--- config.mk ---
export PLATFORM = sky130hd
export DESIGN_NAME = cslvf_alu
export DESIGN_NICKNAME = d
export VERILOG_FILES = /design/src/rtl/core/clamped_slew_limited_view_follow_macros.svh /design/src/rtl/core/cslvf_pkg.sv /design/src/rtl/core/cslvf_alu.sv
export SDC_FILE = /design/constraint.sdc
export NUM_CORES = 2
export LEC_CHECK = 0
export BUFFER_PORTS_ARGS = -buffer_cell sky130_fd_sc_hd__buf_2
export CORE_MARGIN = 4
export CORE_UTILIZATION = 45
export DETAILED_ROUTE_END_ITERATION = 12
export PLACE_DENSITY = 0.61
export SETUP_SLACK_MARGIN = 0.02
export SYNTH_ARGS = -nofsm -noshare
export SYNTH_HDL_FRONTEND = slang
export SYNTH_SLANG_ARGS = --single-unit
--- constraint.sdc ---
create_clock -name vclk -period 23
set_clock_uncertainty 0.1 [all_clocks]
set_input_delay 5.75 -clock vclk [all_inputs]
set_output_delay 5.75 -clock vclk [all_outputs]
set_load 0.005 [all_outputs]
--- src/rtl/core/clamped_slew_limited_view_follow_macros.svh ---
// assertion macros for the view follow block
`ifndef CLAMPED_SLEW_LIMITED_VIEW_FOLLOW_MACROS_SVH
`define CLAMPED_SLEW_LIMITED_VIEW_FOLLOW_MACROS_SVH
`ifndef SYNTHESIS
`define CSLVF_ASSERT_SAME(name, cond, prop) \
    name: assert property (@(posedge clk) disable iff (!rst_n) (cond) |-> (prop)) \
        else $error("cslvf assertion failed");
`define CSLVF_ASSERT_NEXT(name, cond, prop) \
    name: assert property (@(posedge clk) disable iff (!rst_n) (cond) |=> (prop)) \
        else $error("cslvf assertion failed");
`else
`define CSLVF_ASSERT_SAME(name, cond, prop)
`define CSLVF_ASSERT_NEXT(name, cond, prop)
`endif
`endif

--- src/rtl/core/cslvf_pkg.sv ---
// shared constants, types and codes for the view follow block
package cslvf_pkg;

    localparam int TILE_SHIFT = 10;
    localparam int TILE_W     = 10;
    localparam int VIEW_W     = 16;
    localparam int TGT_IN_W   = 21;
    localparam int CTR_W      = 20;
    localparam int EDGE_W     = 21;
    localparam int CFG_IDX_W  = 2;

    // level extent in units, then the widest |distance| on one axis
    localparam int LVL_W = TILE_W + TILE_SHIFT;
    localparam int A_W   = (LVL_W > CTR_W) ? LVL_W : CTR_W;
    localparam int TGT_W = ((LVL_W > TGT_IN_W) ? LVL_W : TGT_IN_W) + 2;
    localparam int MUL_W = A_W + 8;
    localparam int ACC_W = 2 * MUL_W + 2;
    localparam int Q_W   = 8;
    localparam int BIT_W = 3;

    localparam logic [CTR_W-1:0] CENTER_MAX = {CTR_W{1'b1}};
    localparam logic [ACC_W-1:0] SNAP_SQ    = ACC_W'(160 * 160);
    localparam logic [ACC_W-1:0] STEP_UNITS = ACC_W'(240);

    localparam logic [CTR_W-1:0]  CENTER_X_RST = CTR_W'(15360);
    localparam logic [CTR_W-1:0]  CENTER_Y_RST = CTR_W'(16640);
    localparam logic [VIEW_W-1:0] VIEW_W_RST   = VIEW_W'(30720);
    localparam logic [VIEW_W-1:0] VIEW_H_RST   = VIEW_W'(17280);
    localparam logic [TILE_W-1:0] LVL_W_RST    = TILE_W'(30);
    localparam logic [TILE_W-1:0] LVL_H_RST    = TILE_W'(17);

    // register indexes
    localparam logic [CFG_IDX_W-1:0] REG_VIEW_WIDTH  = 2'd0;
    localparam logic [CFG_IDX_W-1:0] REG_VIEW_HEIGHT = 2'd1;
    localparam logic [CFG_IDX_W-1:0] REG_LEVEL_W     = 2'd2;
    localparam logic [CFG_IDX_W-1:0] REG_LEVEL_H     = 2'd3;

    // item kinds
    localparam logic KIND_TICK     = 1'b0;
    localparam logic KIND_TELEPORT = 1'b1;

    // shared unit operations
    localparam logic ALU_ADD = 1'b0;
    localparam logic ALU_MUL = 1'b1;

    typedef struct packed {
        logic [VIEW_W-1:0] view_width;
        logic [VIEW_W-1:0] view_height;
        logic [TILE_W-1:0] level_width_tiles;
        logic [TILE_W-1:0] level_height_tiles;
    } cfg_t;

    typedef struct packed {
        logic             op;
        logic [ACC_W-1:0] a;
        logic [ACC_W-1:0] b;
        logic [ACC_W-1:0] lim;
    } alu_req_t;

    typedef struct packed {
        logic [ACC_W-1:0] val;
        logic             le;
    } alu_rsp_t;

endpackage

--- src/rtl/core/cslvf_alu.sv ---
// shared multiply / add-and-compare unit
module cslvf_alu import cslvf_pkg::*;
(
    input  alu_req_t req,
    output alu_rsp_t rsp
);

    logic [2*MUL_W-1:0] prod;
    logic [ACC_W-1:0]   res;

    assign prod = req.a[MUL_W-1:0] * req.b[MUL_W-1:0];

    always_comb
    begin
        case (req.op)
            ALU_MUL: res = ACC_W'(prod);
            ALU_ADD: res = req.a + req.b;
            default: res = req.a + req.b;
        endcase
    end

    assign rsp.val = res;
    assign rsp.le  = (res <= req.lim);

endmodule

==> results.sh <==
export IMPL_ys_types=73
export IMPL_cp_num_cells=39
export IMPL_setup_viol=0
export IMPL_layout_common_cells="inv_1 (828), fa_1 (675), nand2_1 (498), and2_1 (386), ha_1 (325)"
export IMPL_slowest_stage="buf_2"
export IMPL_crit_fanout=28
export IMPL_fin_nets=4915
export IMPL_rsz0062_at_grt="no"
export IMPL_viasPerCell=5.34
export IMPL_worst_slack_ps=1600
export IMPL_start_util_pct=45.5
export IMPL_grt_overflow=0
export IMPL_gp_congestion=0.961
export IMPL_synthDominantCellAreaShare_pct=44.1
export IMPL_io_pins=234
export IMPL_drv_slew=0
export IMPL_post_cts_buffers=0
export IMPL_numPortBuffers=234
export IMPL_place_hpwl_mm=74.4
export IMPL_finalCritPeriodShare_pct=93.0
export IMPL_ctsResizeCount=0
export IMPL_fmax_mhz=46.7
export IMPL_drive_gt1_share_pct=7.20
export IMPL_hold_buffers=0
export IMPL_synth_seq_area_share_pct=0
export IMPL_hold_class="in2out"
export IMPL_crit_arrival_ps=15550
export IMPL_n_clock_buffer=0
export IMPL_critPathBufInv=7
export IMPL_final_common_cell="inv_1"
export IMPL_wl_per_cell_um=19.6
export IMPL_critPathCaptureType="output pin"
export IMPL_antenna_found_initial=3
export IMPL_fin_setup_tns_ps=0
export IMPL_dr_total_vias=24600
export IMPL_worstSetupPathType="in2out"
export IMPL_grt_pass1_wl_mm=146
export IMPL_required_ps=17150
export IMPL_maxCapViolations=0
export IMPL_period_needed_ps=21400
export IMPL_crit_path_max_incr_delay_ps=580
export IMPL_grt_pass1_vias=26400
export IMPL_status="finished, final reports clean"
export IMPL_seq_area_sq_um=0
export IMPL_remaining_drc_errors=0
export IMPL_synth_area_leaders="fa_1 (44%), ha_1 (13%), inv_1 (10%)"
export IMPL_rows=95
export IMPL_start_kind="input port"
export IMPL_dieArea_sq_mm=0.0724
export IMPL_cp_top_family="adder cells"
export IMPL_die_h_um=269
export IMPL_grt_max_degree=101
export IMPL_cpMostUsedCell="fa_1"
export IMPL_areaGrowthSynthToFinish_pct=5.47
export IMPL_core_sq_mm=0.0674
export IMPL_yosysWarnings=0
export IMPL_final_hold_violation_count=0
export IMPL_synthesis_nets=4835
export IMPL_avgSynthCellArea_sq_um=8.37
export IMPL_seq_cells=0
export IMPL_ant_nets=0
export IMPL_die_x_um=269
export IMPL_syn_area_sq_mm=0.0306
export IMPL_drt_first_pass_iters=5
export IMPL_yosysTopAreaCell="fa_1"
export IMPL_track_usage_pct=25.7
export IMPL_slew_headroom_pct=34.7
export IMPL_worstMarginPinSlew_ps=980
export IMPL_syn_instance_count=3660
export IMPL_post_place_ws_ps=1710
export IMPL_whs_path_depth=5
export IMPL_wl_mm=90.5
export IMPL_drtIter0Drc=1326
[layout make-up]
| class | count | area, sq um |
|---|---|---|
| multi-input cells | 2665 | 26900 |
| diodes | 3 | 7.51 |
| well taps | 873 | 1090 |
| fillers | 6670 | 35100 |
| inverters | 828 | 3110 |
| repair buffers | 245 | 1250 |
[stage by stage]
| stage | utilization, % | cells | hold slack [ps] | instance area, sq um |
|---|---|---|---|---|
| 2_1_floorplan | - | 3660 | 11620 | 30600 |
| 3_3_place_gp | 48.0 | 4611 | 11860 | 32300 |
| 3_5_place_dp | 48.0 | 4611 | 11860 | 32300 |
| 4_1_cts | 48.0 | 4611 | 11860 | 32300 |
| 5_1_grt | 48.0 | 4614 | 11890 | 32300 |
| 6_report | 48.0 | 4614 | 11860 | 32300 |
[worst paths after layout]
kind | from | to | slack (ps)
setup / recovery | req[133] | rsp[0] | 1600
hold / removal | req[115] | rsp[58] | 11860
[cells by family after synthesis]
kind of cell / after synthesis / share of synthesized area (%)
AOI/OAI and AO/OA: 458 / 9.57
xor gates and xnor gates: 100 / 2.86
adders and majority gates: 1000 / 57.4
muxes: 10 / 0.343
and+or+nand+nor: 1097 / 17.5
buffers and inverters: 995 / 12.3
[layer usage]
layer / track usage [%] / routed length (um) / vias up / share of wire, %
met5: 0 / 0 / - / 0
met4: 6.58 / 2720 / 0 / 3.0
met3: 3.02 / 4940 / 133 / 5.5
met2: 45.2 / 45200 / 693 / 50
met1: 34.1 / 37600 / 12500 / 42
li1: - / - / 11300 / -
[synthesized netlist by cell type, types with 3 or more instances]
library cell / n
nor4_1: 8
and2_1: 386
inv_1: 828
o21a_1: 7
a21boi_0: 8
nand4_1: 40
buf_4: 3
a211o_1: 3
a21o_1: 67
o21ai_2: 3
or3_1: 6
ha_1: 325
nand2b_1: 9
mux2_2: 4
nand3_1: 23
and3_1: 9
o21ai_0: 98
clkbuf_1: 151
o31ai_1: 8
o21ai_1: 4
nor3_1: 18
o221ai_1: 3
xor2_1: 44
a211oi_1: 4
mux2i_1: 6
a311oi_1: 3
nor2b_1: 16
xnor2_1: 56
o211ai_1: 15
a31oi_1: 18
fa_1: 675
buf_1: 4
nor2_1: 80
a21oi_1: 161
o31a_1: 4
o21bai_1: 21
nand2_1: 498
